[src/design/dsg_pkg.sv]
package dsg_pkg;

  localparam int unsigned DATA_W   = 32;
  localparam int unsigned ENV_W    = 31;
  localparam int unsigned LEN_W    = 21;
  localparam int unsigned POS_W    = 20;
  localparam int unsigned OPND_W   = 33;
  localparam int unsigned PROD_W   = 2 * OPND_W;
  localparam int unsigned CFG_IDX_W = 3;
  localparam int unsigned POS_LIMIT = 1 << POS_W;

  typedef enum logic [CFG_IDX_W-1:0] {
    REG_OSC_COEFF      = 3'd0,
    REG_START_LAST     = 3'd1,
    REG_START_OLDER    = 3'd2,
    REG_DECAY_FACTOR   = 3'd3,
    REG_START_ENVELOPE = 3'd4,
    REG_RING_LENGTH    = 3'd5,
    REG_TOTAL_LENGTH   = 3'd6
  } cfg_idx_t;

  typedef enum logic [2:0] {
    ST_IDLE,
    ST_MUL_OSC,
    ST_MUL_DECAY,
    ST_MUL_SAMPLE,
    ST_EMIT
  } state_t;

  typedef enum logic [1:0] {
    MUL_OSC,
    MUL_DECAY,
    MUL_SAMPLE
  } mul_sel_t;

  typedef struct packed {
    logic signed [DATA_W-1:0] osc_coeff;
    logic signed [DATA_W-1:0] start_last;
    logic signed [DATA_W-1:0] start_older;
    logic [ENV_W-1:0]         decay_factor;
    logic [ENV_W-1:0]         start_envelope;
    logic [LEN_W-1:0]         ring_length;
    logic [LEN_W-1:0]         total_length;
  } cfg_t;

  typedef struct packed {
    logic     accept;
    logic     mul_en;
    mul_sel_t mul_sel;
    logic     nxt_en;
    logic     upd_en;
    logic     emit;
  } cmd_t;

  typedef struct packed {
    logic out_free;
  } status_t;

endpackage

[src/design/damped_sinusoid_generator.sv]
// path: an input is taken only in idle; the single shared 33x33 multiplier
//   then runs three products per sample (oscillator, envelope decay, sample
//   scaling), one per state, before emit waits for a free output register
// reset: rst_n synchronous active low; config registers return to defaults
//   and the oscillator state to the default start values
module damped_sinusoid_generator #(
  parameter int unsigned MAX_LEN   = 1048576,
  parameter int unsigned FRAC_BITS = 30
) (
  input  logic                                clk,
  input  logic                                rst_n,
  input  logic                                cfg_we,
  input  logic [dsg_pkg::CFG_IDX_W-1:0]       cfg_index,
  input  logic [dsg_pkg::DATA_W-1:0]          cfg_wdata,
  input  logic                                in_valid,
  output logic                                in_stall,
  input  logic                                in_restart,
  output logic                                out_valid,
  input  logic                                out_stall,
  output logic signed [dsg_pkg::DATA_W-1:0]   out_sample,
  output logic [dsg_pkg::POS_W-1:0]           out_sample_index,
  output logic                                out_last
);
  import dsg_pkg::*;

  cfg_t    cfg;
  cmd_t    cmd;
  status_t status;

  dsg_regs u_regs (
    .clk       (clk),
    .rst_n     (rst_n),
    .cfg_we    (cfg_we),
    .cfg_index (cfg_index),
    .cfg_wdata (cfg_wdata),
    .cfg       (cfg)
  );

  dsg_ctrl u_ctrl (
    .clk      (clk),
    .rst_n    (rst_n),
    .in_valid (in_valid),
    .in_stall (in_stall),
    .status   (status),
    .cmd      (cmd)
  );

  dsg_dp #(
    .MAX_LEN   (MAX_LEN),
    .FRAC_BITS (FRAC_BITS)
  ) u_dp (
    .clk              (clk),
    .rst_n            (rst_n),
    .cfg              (cfg),
    .cmd              (cmd),
    .status           (status),
    .in_restart       (in_restart),
    .out_valid        (out_valid),
    .out_stall        (out_stall),
    .out_sample       (out_sample),
    .out_sample_index (out_sample_index),
    .out_last         (out_last)
  );

endmodule

[src/design/dsg_regs.sv]
module dsg_regs (
  input  logic                             clk,
  input  logic                             rst_n,
  input  logic                             cfg_we,
  input  logic [dsg_pkg::CFG_IDX_W-1:0]    cfg_index,
  input  logic [dsg_pkg::DATA_W-1:0]       cfg_wdata,
  output dsg_pkg::cfg_t                    cfg
);
  import dsg_pkg::*;

  cfg_t cfg_r;
  cfg_t cfg_nxt;

  always_comb begin
    cfg_nxt = cfg_r;
    if (cfg_we) begin
      case (cfg_idx_t'(cfg_index))
        REG_OSC_COEFF:      cfg_nxt.osc_coeff      = cfg_wdata;
        REG_START_LAST:     cfg_nxt.start_last     = cfg_wdata;
        REG_START_OLDER:    cfg_nxt.start_older    = cfg_wdata;
        REG_DECAY_FACTOR:   cfg_nxt.decay_factor   = cfg_wdata[ENV_W-1:0];
        REG_START_ENVELOPE: cfg_nxt.start_envelope = cfg_wdata[ENV_W-1:0];
        REG_RING_LENGTH:    cfg_nxt.ring_length    = cfg_wdata[LEN_W-1:0];
        REG_TOTAL_LENGTH:   cfg_nxt.total_length   = cfg_wdata[LEN_W-1:0];
        default:            cfg_nxt = cfg_r;
      endcase
    end
  end

  always_ff @(posedge clk) begin
    if (!rst_n) begin
      cfg_r.osc_coeff      <= '0;
      cfg_r.start_last     <= '0;
      cfg_r.start_older    <= '0;
      cfg_r.decay_factor   <= ENV_W'(32'h4000_0000);
      cfg_r.start_envelope <= ENV_W'(32'h4000_0000);
      cfg_r.ring_length    <= '0;
      cfg_r.total_length   <= LEN_W'(1);
    end else begin
      cfg_r <= cfg_nxt;
    end
  end

  assign cfg = cfg_r;

endmodule

[src/design/dsg_ctrl.sv]
module dsg_ctrl (
  input  logic              clk,
  input  logic              rst_n,
  input  logic              in_valid,
  output logic              in_stall,
  input  dsg_pkg::status_t  status,
  output dsg_pkg::cmd_t     cmd
);
  import dsg_pkg::*;

  state_t state_r;
  state_t state_nxt;

  always_comb begin
    state_nxt = state_r;
    case (state_r)
      ST_IDLE:       if (in_valid) state_nxt = ST_MUL_OSC;
      ST_MUL_OSC:    state_nxt = ST_MUL_DECAY;
      ST_MUL_DECAY:  state_nxt = ST_MUL_SAMPLE;
      ST_MUL_SAMPLE: state_nxt = ST_EMIT;
      ST_EMIT:       if (status.out_free) state_nxt = ST_IDLE;
      default:       state_nxt = ST_IDLE;
    endcase
  end

  always_ff @(posedge clk) begin
    if (!rst_n) begin
      state_r <= ST_IDLE;
    end else begin
      state_r <= state_nxt;
    end
  end

  always_comb begin
    cmd      = '0;
    in_stall = 1'b1;
    case (state_r)
      ST_IDLE: begin
        in_stall   = 1'b0;
        cmd.accept = in_valid;
      end
      ST_MUL_OSC: begin
        cmd.mul_en  = 1'b1;
        cmd.mul_sel = MUL_OSC;
      end
      ST_MUL_DECAY: begin
        cmd.mul_en  = 1'b1;
        cmd.mul_sel = MUL_DECAY;
        cmd.nxt_en  = 1'b1;
      end
      ST_MUL_SAMPLE: begin
        cmd.mul_en  = 1'b1;
        cmd.mul_sel = MUL_SAMPLE;
        cmd.upd_en  = 1'b1;
      end
      ST_EMIT: begin
        cmd.emit = status.out_free;
      end
      default: begin
        cmd = '0;
      end
    endcase
  end

endmodule

[src/design/dsg_dp.sv]
module dsg_dp #(
  parameter int unsigned MAX_LEN   = 1048576,
  parameter int unsigned FRAC_BITS = 30
) (
  input  logic                                clk,
  input  logic                                rst_n,
  input  dsg_pkg::cfg_t                       cfg,
  input  dsg_pkg::cmd_t                       cmd,
  output dsg_pkg::status_t                    status,
  input  logic                                in_restart,
  output logic                                out_valid,
  input  logic                                out_stall,
  output logic signed [dsg_pkg::DATA_W-1:0]   out_sample,
  output logic [dsg_pkg::POS_W-1:0]           out_sample_index,
  output logic                                out_last
);
  import dsg_pkg::*;

  localparam int unsigned LenCapInt = (MAX_LEN < POS_LIMIT) ? MAX_LEN : POS_LIMIT;
  localparam logic [LEN_W-1:0] LenCap = LEN_W'(LenCapInt);
  localparam logic signed [PROD_W-1:0] Half =
    $signed({{(PROD_W-1){1'b0}}, 1'b1} << (FRAC_BITS - 1));

  logic signed [DATA_W-1:0] last_r;
  logic signed [DATA_W-1:0] older_r;
  logic [ENV_W-1:0]         env_r;
  logic [POS_W-1:0]         pos_r;
  logic signed [DATA_W-1:0] nxt_r;
  logic signed [PROD_W-1:0] prod_r;

  logic                     out_valid_r;
  logic signed [DATA_W-1:0] out_sample_r;
  logic [POS_W-1:0]         out_index_r;
  logic                     out_last_r;

  logic signed [OPND_W-1:0] mul_a;
  logic signed [OPND_W-1:0] mul_b;
  logic signed [PROD_W-1:0] mul_p;
  logic signed [PROD_W-1:0] rnd;
  logic signed [PROD_W:0]   osc_diff;
  logic signed [DATA_W-1:0] osc_sat;
  logic signed [DATA_W-1:0] smp_sat;
  logic [ENV_W-1:0]         env_sat;
  logic [LEN_W-1:0]         total_eff;
  logic                     active;
  logic                     is_last;
  logic                     reload;

  function automatic logic signed [DATA_W-1:0] sat_s32(input logic signed [PROD_W:0] v);
    logic fits;
    fits = (v[PROD_W:DATA_W-1] == '0) || (v[PROD_W:DATA_W-1] == '1);
    if (fits) begin
      sat_s32 = v[DATA_W-1:0];
    end else if (v[PROD_W]) begin
      sat_s32 = {1'b1, {(DATA_W-1){1'b0}}};
    end else begin
      sat_s32 = {1'b0, {(DATA_W-1){1'b1}}};
    end
  endfunction

  always_comb begin
    case (cmd.mul_sel)
      MUL_OSC: begin
        mul_a = {cfg.osc_coeff[DATA_W-1], cfg.osc_coeff};
        mul_b = {last_r[DATA_W-1], last_r};
      end
      MUL_DECAY: begin
        mul_a = $signed({2'b00, env_r});
        mul_b = $signed({2'b00, cfg.decay_factor});
      end
      MUL_SAMPLE: begin
        mul_a = $signed({2'b00, env_r});
        mul_b = {nxt_r[DATA_W-1], nxt_r};
      end
      default: begin
        mul_a = '0;
        mul_b = '0;
      end
    endcase
  end

  assign mul_p = mul_a * mul_b;

  // round half up, floor shift
  assign rnd      = (prod_r + Half) >>> FRAC_BITS;
  assign osc_diff = {rnd[PROD_W-1], rnd} -
                    {{(PROD_W+1-DATA_W){older_r[DATA_W-1]}}, older_r};
  assign osc_sat  = sat_s32(osc_diff);
  assign smp_sat  = sat_s32({rnd[PROD_W-1], rnd});
  assign env_sat  = (rnd[PROD_W-1:ENV_W] == '0) ? rnd[ENV_W-1:0] : '1;

  always_comb begin
    if (cfg.total_length == '0) begin
      total_eff = LEN_W'(1);
    end else if (cfg.total_length > LenCap) begin
      total_eff = LenCap;
    end else begin
      total_eff = cfg.total_length;
    end
  end

  assign active  = {1'b0, pos_r} < cfg.ring_length;
  assign is_last = ({1'b0, pos_r} + LEN_W'(1)) >= total_eff;
  assign reload  = (cmd.accept && in_restart) || (cmd.emit && is_last);

  always_ff @(posedge clk) begin
    if (!rst_n) begin
      last_r  <= '0;
      older_r <= '0;
      env_r   <= ENV_W'(32'h4000_0000);
      pos_r   <= '0;
    end else if (reload) begin
      last_r  <= cfg.start_last;
      older_r <= cfg.start_older;
      env_r   <= cfg.start_envelope;
      pos_r   <= '0;
    end else begin
      if (cmd.upd_en && active) begin
        env_r   <= env_sat;
        last_r  <= nxt_r;
        older_r <= last_r;
      end
      if (cmd.emit) begin
        pos_r <= pos_r + POS_W'(1);
      end
    end
  end

  always_ff @(posedge clk) begin
    if (cmd.mul_en) begin
      prod_r <= mul_p;
    end
    if (cmd.nxt_en) begin
      nxt_r <= osc_sat;
    end
  end

  // output register, loaded only when empty or being drained
  always_ff @(posedge clk) begin
    if (!rst_n) begin
      out_valid_r <= 1'b0;
    end else if (cmd.emit) begin
      out_valid_r <= 1'b1;
    end else if (!out_stall) begin
      out_valid_r <= 1'b0;
    end
  end

  always_ff @(posedge clk) begin
    if (cmd.emit) begin
      out_sample_r <= active ? smp_sat : '0;
      out_index_r  <= pos_r;
      out_last_r   <= is_last;
    end
  end

  assign status.out_free  = !out_valid_r || !out_stall;
  assign out_valid        = out_valid_r;
  assign out_sample       = out_sample_r;
  assign out_sample_index = out_index_r;
  assign out_last         = out_last_r;

endmodule
[config.mk]
export PLATFORM = sky130hd
export DESIGN_NAME = damped_sinusoid_generator
export DESIGN_NICKNAME = d
export VERILOG_FILES = /design/src/design/dsg_pkg.sv /design/src/design/damped_sinusoid_generator.sv /design/src/design/dsg_regs.sv /design/src/design/dsg_ctrl.sv /design/src/design/dsg_dp.sv
export SDC_FILE = /design/constraint.sdc
export NUM_CORES = 2
export LEC_CHECK = 0
export ABC_CLOCK_PERIOD_IN_PS = 13100
export BUFFER_PORTS_ARGS = -buffer_cell sky130_fd_sc_hd__buf_2
export CORE_ASPECT_RATIO = 0.75
export CORE_MARGIN = 2
export CORE_UTILIZATION = 45
export DETAILED_ROUTE_END_ITERATION = 7
export GPL_ROUTABILITY_DRIVEN = 0
export PLACE_DENSITY = 0.61
export SETUP_SLACK_MARGIN = 0.15
export SYNTH_ARGS = -nofsm -noshare
export SYNTH_HDL_FRONTEND = slang
export SYNTH_SLANG_ARGS = --single-unit
[constraint.sdc]
create_clock -name clk -period 13.1 [get_ports clk]
set_input_delay 3.275 -clock clk [delete_from_list [all_inputs] [get_ports clk]]
set_output_delay 3.275 -clock clk [all_outputs]
set_load 0.03 [all_outputs]
Word level (Yosys, flattened, before mapping)
Index checks and enable logic that the tools add are counted.
{"block": "word_totals", "word_cells": 97, "input_bits": 41, "register_bits": 470, "out_inout_bits": 55}
{"block": "op_classes", "n_lt_le_gt_ge": 3, "n_reduce_logical": 27, "bitwise_logic": 1, "n_mux": 26, "add_sub_neg": 4, "multipliers": 1, "n_eq_ne": 17}
{"op": "32-bit 2-to-1 mux", "n": 8}
{"op": "33-bit case mux with 3 select lines", "n": 1}
{"op": "31-bit 2-to-1 mux", "n": 3}
{"op": "36-bit == test, second input constant", "n": 2}
{"op": "36-bit zero test", "n": 2}
{"op": "66-bit by 31-bit adder with 66-bit output, second input constant", "n": 1}
{"op": "33-bit by 33-bit multiplier with 66-bit output", "n": 1}
{"op": "33-bit case mux with 2 select lines", "n": 1}
{"op": "21-bit 2-to-1 mux", "n": 2}
{"op": "36-bit by 32-bit subtractor with 37-bit output", "n": 1}
{"op": "35-bit zero test", "n": 1}
{"op": "20-bit by 1-bit adder with 21-bit output, second input constant", "n": 1}
{"op": "21-bit greater-or-equal comparator", "n": 1}
{"op": "21-bit greater-than comparator, second input constant", "n": 1}
{"op": "21-bit zero test", "n": 1}
{"op": "20-bit by 21-bit less-than comparator with 1-bit output", "n": 1}
{"op": "20-bit by 1-bit adder with 20-bit output, second input constant", "n": 1}
{"op": "2-bit AND reduction", "n": 8}
{"op": "3-bit case mux with 5 select lines", "n": 1}
{"op": "3-bit by 2-bit == test with 1-bit output, second input constant", "n": 4}
{"op": "3-bit == test, second input constant", "n": 4}
{"op": "3-bit case mux with 3 select lines", "n": 1}
{"op": "1-bit 2-to-1 mux", "n": 7}
{"op": "3-bit by 1-bit == test with 1-bit output, second input constant", "n": 2}
{"op": "13 further kinds", "n": 23}

Longest topological paths before layout
{"block": "depth", "word_depth": 7, "ltp_mapped": 41, "mapped_depth_nobuf": 33}

Cells and area by module
Synthesis repeated with hierarchy kept, for this count alone.
{"block": "hier_totals", "cells_unflattened": 6432, "hier_area_um2": 58208.3}
{"module": "dsg_dp", "cells_each": 5717, "seq_area_each_um2": 5985.7, "instances": 1, "area_per_inst_um2": 50747.4}
{"module": "dsg_regs", "cells_each": 693, "seq_area_each_um2": 4003.8, "instances": 1, "area_per_inst_um2": 7270.7}
{"module": "dsg_ctrl", "cells_each": 22, "seq_area_each_um2": 60.1, "instances": 1, "area_per_inst_um2": 190.2}

Worst setup path before layout
Ideal clock, no wire load.
{"block": "synth_timing", "path_type": "register -> register", "start": "register u_ctrl.state_r[2]", "end": "register u_dp.prod_r[60], data pin", "stages_incl_launch_ff": 37, "period_less_slack_ns": 11.661, "t_required_ns": 12.838, "path_slack_ns": 1.439, "setup_time_ns": 0.262, "arrival_time_ns": 11.400, "path_cell_list": "dfxtp_1 nand2b_1 buf_4 clkbuf_1 clkbuf_1 buf_1 nor2_1 inv_1 ha_1 a222oi_1 or2_2 clkbuf_1 clkbuf_1 nor2_1 fa_1 inv_1 fa_1 inv_1 fa_1 inv_1 fa_1 inv_1 fa_1 fa_1 fa_1 inv_1 fa_1 inv_1 ha_1 clkbuf_1 and3_1 a221o_1 a211oi_1 nand2_1 a21oi_1 o31ai_1 xnor2_1"}
{"block": "synth_via", "elab_chain_cells": 6}
{"element": "from (decl)", "line": "dsg_ctrl.sv:11", "source": "state_t state_r;"}
{"element": "from (signal assigned)", "line": "dsg_ctrl.sv:30", "source": "state_r <= state_nxt;"}
{"element": "3-bit by 2-bit == test with 1-bit output or 3-bit by 1-bit == test with 1-bit output (tied branches)", "line": "dsg_ctrl.sv:37", "source": "case (state_r)"}
{"element": "3-bit case mux with 3 select lines *", "line": "dsg_ctrl.sv:37"}
{"element": "2-bit by 1-bit == test with 1-bit output or 2-bit == test (tied branches)", "line": "dsg_dp.sv:62", "source": "case (cmd.mul_sel)"}
{"element": "2-bit OR reduction (no source line)"}
{"element": "33-bit case mux with 2 select lines", "line": "dsg_dp.sv:62"}
{"element": "33-bit by 33-bit multiplier with 66-bit output *", "line": "dsg_dp.sv:82", "source": "assign mul_p = mul_a * mul_b;"}
{"element": "via u_dp.mul_p[60]", "line": "dsg_dp.sv:38", "source": "logic signed [PROD_W-1:0] mul_p;"}
{"element": "to (signal assigned)", "line": "dsg_dp.sv:131", "source": "prod_r <= mul_p;"}
{"element": "to (decl)", "line": "dsg_dp.sv:29", "source": "logic signed [PROD_W-1:0] prod_r;"}
Mark *: on every way through the listed nets, which the timed path passes. The rest lies on a longest branch.
A chain may end at the register's enable or synchronous reset.

Final worst setup path
Same ends and word-level chain as after synthesis.

==> impl_metrics.toml <==
[synthesis]
synth_fa_ha_area_frac = 0.445
synth.yosys.warnings = 0
seq_area_frac_synth = 0.171
yosys-mux-area-fraction = 0.00562
syn-cell-area_um2 = 58800
yosys_register_bits = 441
synthXorXnorAreaFrac = 0.0223
synth_top_family_by_area = "adder cells"
synthFlopType = "dfxtp_1"
synthTopCellsByArea = "fa_1 38%, dfxtp_1 11%, inv_1 8.5%, ha_1 6.2%, edfxtp_1 6.2%"
synth_cell_types = 81
synth_nets = 8157
yosysTopAreaCell = "fa_1"
synthCells = 6700
synth-simple-area-share = 0.140
synth.avg_cell_area_um2 = 8.77
synth-async-reset-ratio = 0
synth_top_area_frac = 0.382
synth_edf_count = 122
synth_compound_area_frac = 0.108

[floorplanning]
die_x_um = 421
io-pin-count = 96
rows = 114
coreArea_um2 = 129000
start_util = 0.455
chipHeight_um = 317
dieArea_um2 = 134000

[critical_path]
critPathTopFamily = "adder cells"
cp_slowest_cell = "a211oi_1"
arrival_ns = 11.93
end_kind = "flip-flop"
worstSetupPathType = "reg -> reg"
required_ns = 13.42
crit_path_max_incr_delay_ns = 0.89
cpMostUsedCell = "fa_1"
path_buf_inv = 7
worstSetupStartpointType = "flip-flop"
path_max_fanout = 35

[clock_network]
cts_root_buf = "clkbuf_16"
h-tree-depth = 2
clock-sinks = 441
postCtsHoldBufs = 0
clk_pin_slew_worst_paths_ns = 0.07
insertion_delay_ns = 0.58
post_cts_resized = 0
cts_buffers = 38
clockBufferDepth = 3
cts_setup_buffers = 0
cts_tree = "yes"

[pwr]
pwr-share-comb = 0.352
p_leak_nw = 29.1
ir_worst_vdd_v = 0.0000840
seq_power_share = 0.359
powerDensity_nw_per_um2 = 68.7
switching_power_w = 0.00164
p_int_w = 0.00265
swShare = 0.382
p_clk_frac = 0.289

[route]
met3_length_um = 22800
drt_first_iter_violations = 4886
drc = 4
drt_pass1_iterations = 8
maxUsedRoutingLayer = "met5"
ant_nets = 0
vias = 46500
met1Wirelength_um = 82500
viasPerCell = 5.56
wl_per_cell_um = 23.3
met2_length_um = 82900
wl_um = 195000

[placement]
placed_area_um2 = 61100
hpwlAfterDp_um = 152000
placed_cells_incl_taps = 8292
numPortBuffers = 95
dp_slack_ns = 1.79

[cells_and_area]
drive_gt1_frac = 0.0612
nNetsFinal = 8050
fin_area_um2 = 62400
stdcell_count = 8365
nFillCells = 12400
syn_to_final_growth_pct = 6.22

[outcome]
status = "finished, violations left"
violations = "design-rule violations"

[sta]
rsz0062_at_grt = "no"
fin_crit_ns = 11.61
tns_ns = 0
relSlewSlack = 0.0958
min_period_over_period = 0.886
maxSlewViolCount = 0
tightest_slew_ns = 1.35
worst_slack_ns = 1.49
setup_viol_count_final = 0
fmax_ghz = 0.0862
clock_skew_ns = 0.0286
hold_viol = 0

[global_routing]
grt_pass1_vias = 47100
antenna_found_initial = 2
grt_overflow_total = 0
grt_util_all_layers = 0.295
grt_max_degree = 117
grt_pass1_wl_um = 296000

[run]
timing.max_cap.violations = 0

[hold_path]
hold_class = "reg -> reg"
## power groups by stage
| stage | registers [W] | logic (W) | clock network [W] |
|---|---|---|---|
| floorplan | 0.00155 | 0.000978 | 0 |
| global placement | 0.00157 | 0.00145 | 0 |
| detailed placement | 0.00157 | 0.00146 | 0 |
| CTS | 0.00154 | 0.00147 | 0.00125 |
| global route | 0.00155 | 0.00163 | 0.00131 |
| finish | 0.00154 | 0.00151 | 0.00124 |
## layout make-up
class	count	area, um2	area share
Timing Repair Buffer	220	1420	0.0227
Clock inverter	17	175	0.00281
Multi-Input combinational cell	4563	42500	0.681
Clock buffer	53	1130	0.0181
Tap cell	1740	2180	0.0349
Inverter	1329	4990	0.0799
Antenna cell	2	5.00	0.0000801
Sequential cell	441	10000	0.161
## stage by stage
stage,util,hold WS (ns),total power [W]
floorplan,-,0.432,0.00253
global placement,0.473,0.448,0.00302
detailed placement,0.473,0.455,0.00303
CTS,0.483,0.466,0.00427
global route,0.483,0.481,0.00449
finish,0.483,0.461,0.00429
## worst reg2reg max path: cells and delay by family (launching register included)
family	cells	cell delay, ns
adder cells (fa/ha/maj)	10	5.02
AO/OA/AOI/OAI	8	3.13
AND/OR/NAND/NOR	5	1.66
buffers and inverters	7	1.01
flip-flops	1	0.39
XOR/XNOR	1	0.14
## layout by cell type, fill, tap and decap left out, types with 77 or more instances in the layout
cell type / n
a21boi_0: 199
o21ai_0: 159
buf_2: 94
a21oi_1: 252
buf_4: 124
ha_1: 290
dfxtp_1: 319
xor2_1: 77
edfxtp_1: 122
fa_1: 1122
inv_1: 1327
nand2_1: 958
nor2_1: 728
## synth_stat cells, types with 4 or more instances
master / count
a211o_1: 8
a211oi_1: 37
a21boi_0: 199
a21o_1: 66
a21oi_1: 253
a21oi_2: 30
a222oi_1: 29
a31oi_1: 8
and2_1: 18
and3_1: 25
and4_1: 6
buf_1: 17
buf_2: 11
buf_6: 4
clkbuf_1: 334
dfxtp_1: 319
edfxtp_1: 122
fa_1: 1123
ha_1: 293
inv_1: 1328
mux2i_1: 33
nand2_1: 959
nand2b_1: 25
nand3_1: 46
nand4_1: 30
nor2_1: 741
nor2b_1: 11
nor3_1: 62
nor4_1: 10
o211ai_1: 8
o21a_1: 44
o21ai_0: 178
o21ai_1: 27
o21bai_1: 23
o22ai_1: 4
or2_2: 34
or3_1: 14
xnor2_1: 73
xor2_1: 77
## sequential cells by signal (all words and copies together), names as in the netlist
register and cells:
u_ctrl.state_r 3, u_dp.out_last 1, u_dp.out_sample_index 20, u_dp.out_sample 32, u_regs.cfg 200, u_dp.pos_r 20
u_dp.last_r 32, u_dp.older_r 32, u_dp.nxt_r 32, u_dp.env_r 31, u_dp.out_valid 1, u_dp.prod_r 37
## worst paths after layout
check	start	end	slack, ns	depth (start not counted)
hold / removal	u_regs.cfg[133]	u_regs.cfg[133]	0.46	2
setup / recovery	u_ctrl.state_r[2]	u_dp.prod_r[60]	1.49	31
setup reg to reg	u_ctrl.state_r[2]	u_dp.prod_r[60]	1.49	31
hold reg to reg	u_regs.cfg[133]	u_regs.cfg[133]	0.46	2
## routing by layer
layer	vias to the layer above	GRT usage
li1	20200	-
met1	23600	0.423
met2	2280	0.443
met3	402	0.0767
met4	2	0.0806
met5	-	0.00104
## cells by family after synthesis
logic type               Yosys count
XOR/XNOR                         150
adder cells (fa/ha/maj)         1416
AND/OR/NAND/NOR                 2000
buffers and inverters           1696
multiplexers                      33
AO/OA/AOI/OAI                    964
flip-flops                       441
(Power assumes the default switching activity.)
